--- src/rtl/clce_pkg.sv ---
package clce_pkg;

    localparam int SUM_W  = 8;
    localparam int COL_W  = 4;
    localparam int LINE_W = 5;

    typedef enum logic [1:0] {
        SEC_CMD   = 2'd0,
        SEC_CLOCK = 2'd1,
        SEC_TIMER = 2'd2,
        SEC_ASTRO = 2'd3
    } t_section;

    // Message kinds; code 3 behaves like the full timer message.
    localparam logic [1:0] KIND_CMD_ONLY  = 2'd0;
    localparam logic [1:0] KIND_CLOCK     = 2'd1;
    localparam logic [1:0] KIND_FULL      = 2'd2;

    // Configuration register indexes.
    localparam logic CFG_CREATE_MODE  = 1'b0;
    localparam logic CFG_MESSAGE_KIND = 1'b1;

    typedef struct packed {
        logic [7:0] data_byte;
        logic       first_of_message;
    } t_in_item;

    typedef struct packed {
        logic [7:0] out_byte;
        logic       check_position;
        logic       check_mismatch;
        logic       message_end;
        logic       message_good;
        logic       beyond_end;
    } t_out_item;

    typedef struct packed {
        logic       index;
        logic [1:0] value;
    } t_cfg_wr;

    typedef struct packed {
        logic [SUM_W-1:0]  running_sum;
        logic [COL_W-1:0]  column_count;
        logic [LINE_W-1:0] line_count;
        t_section          section;
        logic              error_seen;
        logic              ended;
    } t_state;

endpackage

--- src/rtl/clce_if.sv ---
interface clce_in_if;
    logic               valid;
    logic               ready;
    clce_pkg::t_in_item data;

    modport source (output valid, output data, input ready);
    modport sink   (input valid, input data, output ready);
endinterface

interface clce_out_if;
    logic                valid;
    logic                ready;
    clce_pkg::t_out_item data;

    modport source (output valid, output data, input ready);
    modport sink   (input valid, input data, output ready);
endinterface

interface clce_cfg_if;
    logic              valid;
    logic              ready;
    clce_pkg::t_cfg_wr data;

    modport source (output valid, output data, input ready);
    modport sink   (input valid, input data, output ready);
endinterface

--- src/rtl/clce_step.sv ---
module clce_step #(
    parameter int CMD_BYTES   = 6,
    parameter int LINE_BYTES  = 9,
    parameter int TIMER_LINES = 4,
    parameter int ASTRO_LINES = 12
) (
    input  clce_pkg::t_in_item  i_item,
    input  clce_pkg::t_state    i_state,
    input  logic                i_create,
    input  logic [1:0]          i_kind,
    output clce_pkg::t_state    o_state,
    output clce_pkg::t_out_item o_result
);
    import clce_pkg::*;

    localparam logic [COL_W:0]  CMD_LEN   = (COL_W+1)'(CMD_BYTES);
    localparam logic [COL_W:0]  LINE_LEN  = (COL_W+1)'(LINE_BYTES);
    localparam logic [LINE_W:0] TIMER_CNT = (LINE_W+1)'(TIMER_LINES);
    localparam logic [LINE_W:0] ASTRO_CNT = (LINE_W+1)'(ASTRO_LINES);

    t_state            cur;
    logic              active;
    logic              is_check;
    logic              mismatch;
    logic              finish;
    logic [SUM_W-1:0]  ob;
    logic [LINE_W:0]   line_inc;

    // A first byte restarts the message before it is processed.
    assign cur = i_item.first_of_message ? '0 : i_state;

    assign active   = !cur.ended;
    assign is_check = active && (({1'b0, cur.column_count} + 1'b1) ==
                      ((cur.section == SEC_CMD) ? CMD_LEN : LINE_LEN));
    assign ob       = (is_check && i_create) ? cur.running_sum : i_item.data_byte;
    assign mismatch = is_check && !i_create && (i_item.data_byte != cur.running_sum);
    assign line_inc = {1'b0, cur.line_count} + 1'b1;
    assign finish   = is_check && (
                      ((cur.section == SEC_CMD)   && (i_kind == KIND_CMD_ONLY)) ||
                      ((cur.section == SEC_CLOCK) && (i_kind == KIND_CLOCK))    ||
                      ((cur.section == SEC_ASTRO) && (line_inc >= ASTRO_CNT)));

    always_comb begin
        o_state = cur;
        if (active) begin
            o_state.running_sum = cur.running_sum + ob;
            o_state.error_seen  = cur.error_seen | mismatch;
            o_state.ended       = finish;
            if (is_check) begin
                o_state.column_count = '0;
                unique case (cur.section)
                    SEC_CMD: begin
                        if (i_kind != KIND_CMD_ONLY) begin
                            o_state.section = SEC_CLOCK;
                        end
                    end
                    SEC_CLOCK: begin
                        if (i_kind != KIND_CLOCK) begin
                            o_state.section    = SEC_TIMER;
                            o_state.line_count = '0;
                        end
                    end
                    SEC_TIMER: begin
                        if (line_inc >= TIMER_CNT) begin
                            o_state.section    = SEC_ASTRO;
                            o_state.line_count = '0;
                        end else begin
                            o_state.line_count = line_inc[LINE_W-1:0];
                        end
                    end
                    SEC_ASTRO: begin
                        o_state.line_count = line_inc[LINE_W-1:0];
                    end
                    default: begin
                        o_state.section = SEC_CMD;
                    end
                endcase
            end else begin
                o_state.column_count = cur.column_count + 1'b1;
            end
        end
    end

    always_comb begin
        o_result.out_byte       = ob;
        o_result.check_position = is_check;
        o_result.check_mismatch = mismatch;
        o_result.message_end    = finish;
        o_result.message_good   = !(cur.error_seen | mismatch);
        o_result.beyond_end     = !active;
    end

endmodule

--- src/rtl/chained_line_checksum_engine.sv ---
// Checksum engine for chained-line programming messages.
// The input channel carries one message byte per transfer, with a flag that
// marks the first byte of a new message. The output channel returns one
// result per byte: the byte itself (or, in create mode, the computed sum at
// each check position) together with check, mismatch, end and status flags.
// The configuration channel writes register 0 (create mode) and register 1
// (message kind); it is always ready and should be used only while idle.
// Output valid rises in the cycle after an input transfer. One byte is
// accepted every cycle while the receiver takes results; the running sum
// add and the column compare sit between the stored message state and the
// output register. The output register frees itself in the same cycle it
// is taken, so input ready stays high while the receiver takes results.
// When the receiver stalls, input ready drops and the pending result holds.
// Reset clears the message state, selects verify mode and the full timer
// message kind, and empties the output register.
module chained_line_checksum_engine #(
    parameter int CMD_BYTES   = 6,
    parameter int LINE_BYTES  = 9,
    parameter int TIMER_LINES = 4,
    parameter int ASTRO_LINES = 12
) (
    input  logic              i_clk,
    input  logic              i_rst_n,
    clce_in_if.sink           i_in,
    clce_out_if.source        o_out,
    clce_cfg_if.sink          i_cfg
);
    import clce_pkg::*;

    t_state     r_state;
    t_state     n_state;
    logic       r_create;
    logic [1:0] r_kind;
    logic       r_out_valid;
    t_out_item  r_out;
    t_out_item  n_out;
    logic       in_xfer;
    logic       cfg_xfer;

    clce_step #(
        .CMD_BYTES   (CMD_BYTES),
        .LINE_BYTES  (LINE_BYTES),
        .TIMER_LINES (TIMER_LINES),
        .ASTRO_LINES (ASTRO_LINES)
    ) u_step (
        .i_item   (i_in.data),
        .i_state  (r_state),
        .i_create (r_create),
        .i_kind   (r_kind),
        .o_state  (n_state),
        .o_result (n_out)
    );

    assign i_in.ready  = !r_out_valid || o_out.ready;
    assign in_xfer     = i_in.valid && i_in.ready;
    assign i_cfg.ready = 1'b1;
    assign cfg_xfer    = i_cfg.valid;
    assign o_out.valid = r_out_valid;
    assign o_out.data  = r_out;

    always_ff @(posedge i_clk) begin
        if (!i_rst_n) begin
            r_create <= 1'b0;
            r_kind   <= KIND_FULL;
        end else if (cfg_xfer) begin
            unique case (i_cfg.data.index)
                CFG_CREATE_MODE:  r_create <= i_cfg.data.value[0];
                CFG_MESSAGE_KIND: r_kind   <= i_cfg.data.value;
                default:          r_kind   <= r_kind;
            endcase
        end
    end

    always_ff @(posedge i_clk) begin
        if (!i_rst_n) begin
            r_state     <= '0;
            r_out_valid <= 1'b0;
        end else if (in_xfer) begin
            r_state     <= n_state;
            r_out_valid <= 1'b1;
        end else if (o_out.ready) begin
            r_out_valid <= 1'b0;
        end
    end

    always_ff @(posedge i_clk) begin
        if (in_xfer) begin
            r_out <= n_out;
        end
    end

endmodule
--- src/flat_wrapper.sv ---
// flat-port wrapper written by rule: the top's interface ports become plain ports
module chained_line_checksum_engine_flat import clce_pkg::*;
#(
    parameter int CMD_BYTES   = 6,
    parameter int LINE_BYTES  = 9,
    parameter int TIMER_LINES = 4,
    parameter int ASTRO_LINES = 12
)
  (i_clk, i_rst_n, i_in_valid, i_in_data, i_in_ready, o_out_valid, o_out_data, o_out_ready, i_cfg_valid, i_cfg_data, i_cfg_ready);
  clce_in_if i_in_i ();
  clce_out_if o_out_i ();
  clce_cfg_if i_cfg_i ();
  input  logic i_clk;
  input  logic i_rst_n;
  input wire logic [$bits(i_in_i.valid)-1:0] i_in_valid;
  input wire logic [$bits(i_in_i.data)-1:0] i_in_data;
  output wire logic [$bits(i_in_i.ready)-1:0] i_in_ready;
  output wire logic [$bits(o_out_i.valid)-1:0] o_out_valid;
  output wire logic [$bits(o_out_i.data)-1:0] o_out_data;
  input wire logic [$bits(o_out_i.ready)-1:0] o_out_ready;
  input wire logic [$bits(i_cfg_i.valid)-1:0] i_cfg_valid;
  input wire logic [$bits(i_cfg_i.data)-1:0] i_cfg_data;
  output wire logic [$bits(i_cfg_i.ready)-1:0] i_cfg_ready;
  assign i_in_i.valid = i_in_valid;
  assign i_in_i.data = i_in_data;
  assign i_in_ready = i_in_i.ready;
  assign o_out_valid = o_out_i.valid;
  assign o_out_data = o_out_i.data;
  assign o_out_i.ready = o_out_ready;
  assign i_cfg_i.valid = i_cfg_valid;
  assign i_cfg_i.data = i_cfg_data;
  assign i_cfg_ready = i_cfg_i.ready;
  chained_line_checksum_engine #(.CMD_BYTES(CMD_BYTES), .LINE_BYTES(LINE_BYTES), .TIMER_LINES(TIMER_LINES), .ASTRO_LINES(ASTRO_LINES)) u_core (.i_clk(i_clk), .i_rst_n(i_rst_n), .i_in(i_in_i), .o_out(o_out_i), .i_cfg(i_cfg_i));
endmodule
--- config.mk ---
export PLATFORM = sky130hd
export DESIGN_NAME = chained_line_checksum_engine_flat
export DESIGN_NICKNAME = d
export VERILOG_FILES = /design/src/rtl/clce_pkg.sv /design/src/rtl/clce_if.sv /design/src/rtl/clce_step.sv /design/src/rtl/chained_line_checksum_engine.sv /design/src/flat_wrapper.sv
export SDC_FILE = /design/constraint.sdc
export NUM_CORES = 1
export LEC_CHECK = 0
export ABC_AREA = 1
export BUFFER_PORTS_ARGS = -buffer_cell sky130_fd_sc_hd__buf_2
export CORE_UTILIZATION = 55
export DETAILED_ROUTE_END_ITERATION = 7
export PLACE_DENSITY = 0.77
export SLEW_MARGIN = 20
export SYNTH_ARGS = -nofsm -noshare
export SYNTH_HDL_FRONTEND = slang
export SYNTH_SLANG_ARGS = --single-unit
--- constraint.sdc ---
create_clock -name i_clk -period 8 [get_ports i_clk]
set_clock_uncertainty 0.15 [all_clocks]
set_input_delay 0.4 -clock i_clk [delete_from_list [all_inputs] [get_ports i_clk]]
set_output_delay 0.4 -clock i_clk [all_outputs]
set_load 0.1 [all_outputs]
==> results.toml, run 1 <==
[setup_path]
required_ps = 8050
crit_family = "simple AND/OR/NAND/NOR gates"
endpoint_kind = "flip-flop"
slowest_delay_ps = 400
cp-start-kind = "flip-flop"
worstPathArrival_ps = 3530
crit_type = "flip-flop to flip-flop"
path_buf_inv = 3
crit_path_top_delay_cell = "fa_1"
path_cells = "inv_1, nor2_1, ha_1, inv_1, nand2_2, nor2_2, nand2_2, a21oi_4, nand3_2, nand2_1, o21ai_0, ha_1, fa_1, nand3_1, nand2_1, a21oi_1, nor2_1, nor2_1, xnor2_1, o21bai_1, inv_1"
crit_fanout = 18

[sta]
drv_slew = 0
clock.fmax_mhz = 287
finalCritPeriodShare_pct = 43.5
min_period_ps = 3480
maxSlewHeadroom_pct = 44.3
setup_tns_ps = 0
worstMarginPinSlew_ps = 834
rsz0062_at_grt = "no"
setup_viol = 0
hold_violations = 0

[logic_synthesis]
synth_cells = 343
seq_area_frac_synth_pct = 36.2
ys_warn_count = 0
yosys.cell_types.count = 36
syn_area_per_cell_um2 = 7.18
yosys_register_bits = 38
syn_area_mm2 = 0.00246
syn-num-nets = 371

[cts]
ctsResizeCount = 0
post-cts-setup-buffers = 0
htreeDepth = 2
clockBufferDepth = 2
numCtsBuffers = 5
cts.clk_slew.worst_paths_ps = 80
cts_root_buf = "clkbuf_8"
clock-sinks = 38
cts_tree = "yes"
clk_latency_ps = 300
ctsHoldBuffers = 0

[final_layout]
area_delta_synth_final_pct = 9.71
final_nets = 399
num_antenna_cells = 0
finish.instance_area_mm2 = 0.00270
drive_gt1_share_pct = 16.7

[global_route]
grt_pass1_wl_um = 8650
antenna_found_initial = 0
grt_usage_pct = 25.0
overflow = 0
grt_max_degree = 24
grt_pass1_vias = 1916

[route]
drt-pass1-iter-count = 4
num_vias = 2215
post_drt_via_cell_ratio = 5.25
routed_wl_um = 5250
drc_errors = 0
ant_nets = 0
drtIter0Drc = 162
wire_per_inst_um = 12.4

[floorplanning]
die_y_um = 68.9
die_x_um = 68.9
core_mm2 = 0.00414
start_util_pct = 59.4
die_area_mm2 = 0.00475
fp-row-count = 23
io_pins = 33

[run]
cap_violations = 0

[pwr]
cellLeakagePower_nw = 1.35
vdd_ir_drop_max_mv = 0.0877
power_density_mw_per_mm2 = 174

[worst_hold_path]
min_path_type = "input pin to flip-flop"

[run_status]
outcome = "completed"

[placed_design]
placed_cell_area_mm2 = 0.00262
place.detailed.hpwl_um = 3810
gp_congestion = 0.909
port-buffer-count = 31
[metal layers]
metal  part of all wire, %  wire, um  up-vias  track usage (%)
met5                     0         0        -                0
met4                   1.2        63        0             8.42
met3                   5.8       305        6             6.09
met2                    46      2390       64             39.3
met1                    47      2480      986             33.1
li1                      -         -     1159                -
[placed cells by master (no fill, tap or decap), types with 2 or more instances in the layout]
cell	Yosys	routed
nand2_1	77	77
buf_2	3	31
nand2_2	9	9
xor2_1	7	7
o21ai_0	26	26
o211ai_1	3	3
inv_1	47	47
clkbuf_8	0	5
o21bai_1	4	4
a211oi_1	3	3
a21oi_1	24	24
xnor2_1	6	6
nand4_1	4	4
nand3_1	17	17
nor2_1	35	35
edfxtp_1	13	13
dfxtp_1	25	25
ha_1	10	10
a21oi_2	2	2
a31oi_1	2	2
inv_2	5	5
[sequential cells by signal, summed over array words and instances, names as in the netlist]
signal,flops
u_core.o_out.data,13
u_core.r_create,1
u_core.r_state,21
u_core.r_kind,2
u_core.o_out.valid,1
[cells in the mapped netlist (all sizes together)]
cell type	count	share of area, %
o21a	1	0.31
inv	52	7.9
dfxtp	25	20
o21bai	4	1.2
a21oi	27	6.3
nor2	37	6.1
xor2	7	2.5
fa	1	0.81
a211oi	3	0.92
o21ai	28	5.8
buf	7	2.3
nor3	1	0.41
conb	1	0.15
or2	1	0.25
nand3	18	3.9
mux2i	1	0.41
ha	10	5.1
a31oi	2	0.51
clkbuf	4	0.61
nand2	86	14
nand4	4	1.0
edfxtp	13	16
o211ai	3	0.92
xnor2	6	2.1
nand3b	1	0.31
[logic make-up after synthesis]
family | after synthesis | share of synthesized area, %
simple gates | 148 | 25.9
mux | 1 | 0.407
compound gates | 68 | 16.0
other cells | 1 | 0.152
flops | 38 | 36.2
fa+ha+maj | 11 | 5.90
buf+inv | 63 | 10.8
xor+xnor | 13 | 4.63
[power breakdown]
| part | total (mW) | switching [mW] | internal [mW] | leakage, nW |
|---|---|---|---|---|
| sequential | 0.220 | 0.00678 | 0.214 | 0.332 |
| clock | 0.131 | 0.0712 | 0.0596 | 0.0416 |
| combinational | 0.117 | 0.0864 | 0.0311 | 0.975 |
| total | 0.469 | 0.164 | 0.304 | 1.35 |
[worst paths after layout]
check / from / end / slack [ps] / cells past startpoint
worst min-delay path: i_cfg_data[1] / u_core.r_kind[1] / 180 / 3
worst max-delay path: u_core.r_state[9] / u_core.r_state[19] / 4520 / 21
worst max register to register: u_core.r_state[9] / u_core.r_state[19] / 4520 / 21
worst min register to register: u_core.r_state[5] / u_core.r_state[5] / 340 / 2
[layout make-up]
cell class	instances	area [um2]
clock buffer	5	68.8
clock inverter	3	16.3
fill	379	1440
inverter	52	195
multi-input combinational	242	1300
sequential	38	891
tap	50	62.6
timing repair buffer	32	163
[through the flow]
step | hold slack (ps) | utilization (%) | power (mW) | std cells | setup slack [ps]
floorplan | 302 | - | 0.320 | 343 | 4830
global placement | 316 | 63.1 | 0.339 | 414 | 4510
detailed placement | 325 | 63.1 | 0.341 | 414 | 4420
CTS | 175 | 65.2 | 0.470 | 422 | 4540
global route | 202 | 65.2 | 0.492 | 422 | 4200
finish | 177 | 65.2 | 0.469 | 422 | 4520
[worst register-to-register path, cell delays in order, from the launching register on]
cell and delay (ps):
dfxtp_1 380, inv_1 70, nor2_1 130, ha_1 270, inv_1 80, nand2_2 50, nor2_2 100, nand2_2 70
a21oi_4 150, nand3_2 280, nand2_1 130, o21ai_0 130, ha_1 240, fa_1 400, nand3_1 90, nand2_1 90
a21oi_1 150, nor2_1 50, nor2_1 110, xnor2_1 80, o21bai_1 120, inv_1 50
Note: power is estimated with default switching activity, not from simulation.
==> run 2, diff against run 1 <==
--- a/config.mk
+++ b/config.mk
@@ -7,9 +7,9 @@
 export LEC_CHECK = 0
 export ABC_AREA = 1
 export BUFFER_PORTS_ARGS = -buffer_cell sky130_fd_sc_hd__buf_2
-export CORE_UTILIZATION = 55
+export CORE_UTILIZATION = 52
 export DETAILED_ROUTE_END_ITERATION = 7
-export PLACE_DENSITY = 0.77
+export PLACE_DENSITY = 0.76
 export SLEW_MARGIN = 20
 export SYNTH_ARGS = -nofsm -noshare
 export SYNTH_HDL_FRONTEND = slang
==> constraint.sdc (replaced) <==
create_clock -name i_clk -period 2.8 [get_ports i_clk]
set_clock_uncertainty 0.15 [all_clocks]
set_input_delay 0.14 -clock i_clk [delete_from_list [all_inputs] [get_ports i_clk]]
set_output_delay 0.14 -clock i_clk [all_outputs]
set_load 0.1 [all_outputs]
==> results.toml, run 2 (synthesized netlist as in run 1, its figures left out) <==
[sta]
drv_slew = 0
finalCritPeriodShare_pct = 109
hold_violations = 0
clock.fmax_mhz = 328
setup_tns_ps = -1110
maxSlewHeadroom_pct = 64.3
setup_viol = 6
fin_ws_ps = -253
rsz0062_at_grt = "yes"
min_period_ps = 3050
worstMarginPinSlew_ps = 535

[cts]
cts_tree = "yes"
numCtsBuffers = 5
clock-sinks = 38
clk_latency_ps = 300
htreeDepth = 2
cts_root_buf = "clkbuf_8"
cts.clk_slew.worst_paths_ps = 80
clockBufferDepth = 2

[final_layout]
seqCellArea_um2 = 895
fin_util_pct = 78.0
num_antenna_cells = 0
final_common_cell = "nand2_1"
final_cell_mix = "nand2_1 (68), inv_1 (43), buf_4 (43), nor2_1 (33), buf_2 (31)"
regMostFlops = "u_core.r_state"
largest_register_ffs = 21
drive_gt1_share_pct = 37.4
multi_input_area_mm2 = 0.00161
final_nets = 455
fill_cells = 265
stdcell_count = 480
area_delta_synth_final_pct = 40.9

[route]
routed_wl_um = 7700
ant_nets = 0
drt-pass1-iter-count = 7
drc_errors = 0
num_vias = 2749
post_drt_via_cell_ratio = 5.73
drtIter0Drc = 256
wire_per_inst_um = 16.0

[global_route]
grt_pass1_vias = 2449
grt_usage_pct = 26.7
grt_max_degree = 24
grt_pass1_wl_um = 10600
antenna_found_initial = 0
overflow = 0

[setup_path]
crit_type = "flip-flop to flip-flop"
slowest_delay_ps = 340
worstPathArrival_ps = 3100
cp-start-kind = "flip-flop"
reg2reg_depth = 20
required_ps = 2850
endpoint_kind = "flip-flop"
crit_family = "compound AO/OA/AOI/OAI gates"
crit_top_cell = "nand2_2"
path_buf_inv = 4
crit_fanout = 5
ff2ff_setup_slack_ps = -250
crit_path_top_delay_cell = "dfxtp_2"
critical_path_depth = 20
path_cells = "inv_2, nor2_4, ha_4, inv_2, nand2_2, nor2_2, nand2_2, a21oi_4, buf_6, nand3_4, o21ai_4, ha_4, a21oi_2, nand2_2, a21oi_2, nor2_1, nor2_1, xnor2_1, o21bai_1, inv_1"

[placed_design]
dp.cells = 452
gp_congestion = 0.870
port-buffer-count = 31
place.detailed.hpwl_um = 4050
dpl_worst_slack_ps = -246

[pwr]
vdd_ir_drop_max_mv = 0.206
power_density_mw_per_mm2 = 438
cellLeakagePower_nw = 1.65
p_total_mw = 1.52

[worst_hold_path]
whs_path_depth = 2
min_path_type = "input pin to flip-flop"

[floorplanning]
die_y_um = 70.8
io_pins = 33
start_util_pct = 55.4
core_mm2 = 0.00444
die_area_mm2 = 0.00501
fp-row-count = 24
die_x_um = 70.8

[run]
cap_violations = 0

[run_status]
outcome = "finished, violations left"
violations = "setup timing"
[run 2: cell types whose count changed in the layout (fill, tap and decap cells not counted), moves of 5 or more]
| cell | before | now |
|---|---|---|
| nand2_1 | 77 | 68 |
| nand2_2 | 9 | 14 |
| a21oi_2 | 2 | 9 |
| dlygate4sd3_1 | 0 | 5 |
| o21ai_0 | 26 | 19 |
| ha_4 | 0 | 8 |
| ha_1 | 10 | 2 |
| nand3_1 | 17 | 12 |
| buf_4 | 1 | 43 |
| buf_6 | 0 | 8 |
| a21oi_1 | 24 | 17 |
[run 2: area by class of cell]
class,instances,share of cell area [%]
Clock buffer,5,1.98
Clock inverter,3,0.469
Inverter,52,5.63
Multi-Input combinational cell,243,46.4
Sequential cell,38,25.8
Tap cell,52,1.88
Timing Repair Buffer,87,17.8
[run 2: through the flow]
stage	instance area, um2	hold slack [ps]
after global placement	2920	207
after detailed placement	2920	210
after CTS	3220	26.5
final	3470	41.5
after global routing	3470	75.5
after floorplan	2500	120
[run 2: final timing paths]
path                                      endpoint         startpoint
worst max register to register  u_core.r_state[18]  u_core.r_state[9]
worst min-delay path              u_core.r_kind[1]            i_rst_n
worst max-delay path            u_core.r_state[18]  u_core.r_state[9]
worst min register to register   u_core.r_state[8]  u_core.r_state[8]
[run 2: worst reg2reg max path, stage by stage (launching register included)]
cell and delay (ps):
dfxtp_2 340, inv_2 50, nor2_4 140, ha_4 220
inv_2 50, nand2_2 40, nor2_2 80, nand2_2 70
a21oi_4 210, buf_6 130, nand3_4 140, o21ai_4 210
ha_4 240, a21oi_2 140, nand2_2 100, a21oi_2 130
nor2_1 60, nor2_1 180, xnor2_1 90, o21bai_1 130
inv_1 50
[run 2: where the power goes]
part | internal (mW) | leakage [nW] | total [mW] | switching [mW]
Clock | 0.171 | 0.0416 | 0.394 | 0.223
Combinational | 0.175 | 1.27 | 0.491 | 0.315
Sequential | 0.610 | 0.333 | 0.632 | 0.0219
Total | 0.957 | 1.65 | 1.52 | 0.560
[run 2: repair_timing]
item	CTS	global route
endpoints found under the hold margin	4	0
resized for setup	27	35
setup endpoints to repair	6	7
hold buffers	5	0
cloned	1	0
buffers inserted	8	6
pin swaps	22	29
[run 2: layer usage]
layer	wire length, um	vias to the layer above	global-route usage (%)	share of wire, %
met2	3810	176	44.1	49
met5	0	-	0	0
met3	565	37	5.41	7.3
met1	3040	1264	33.4	39
met4	283	0	13.3	3.7
li1	-	1272	-	-
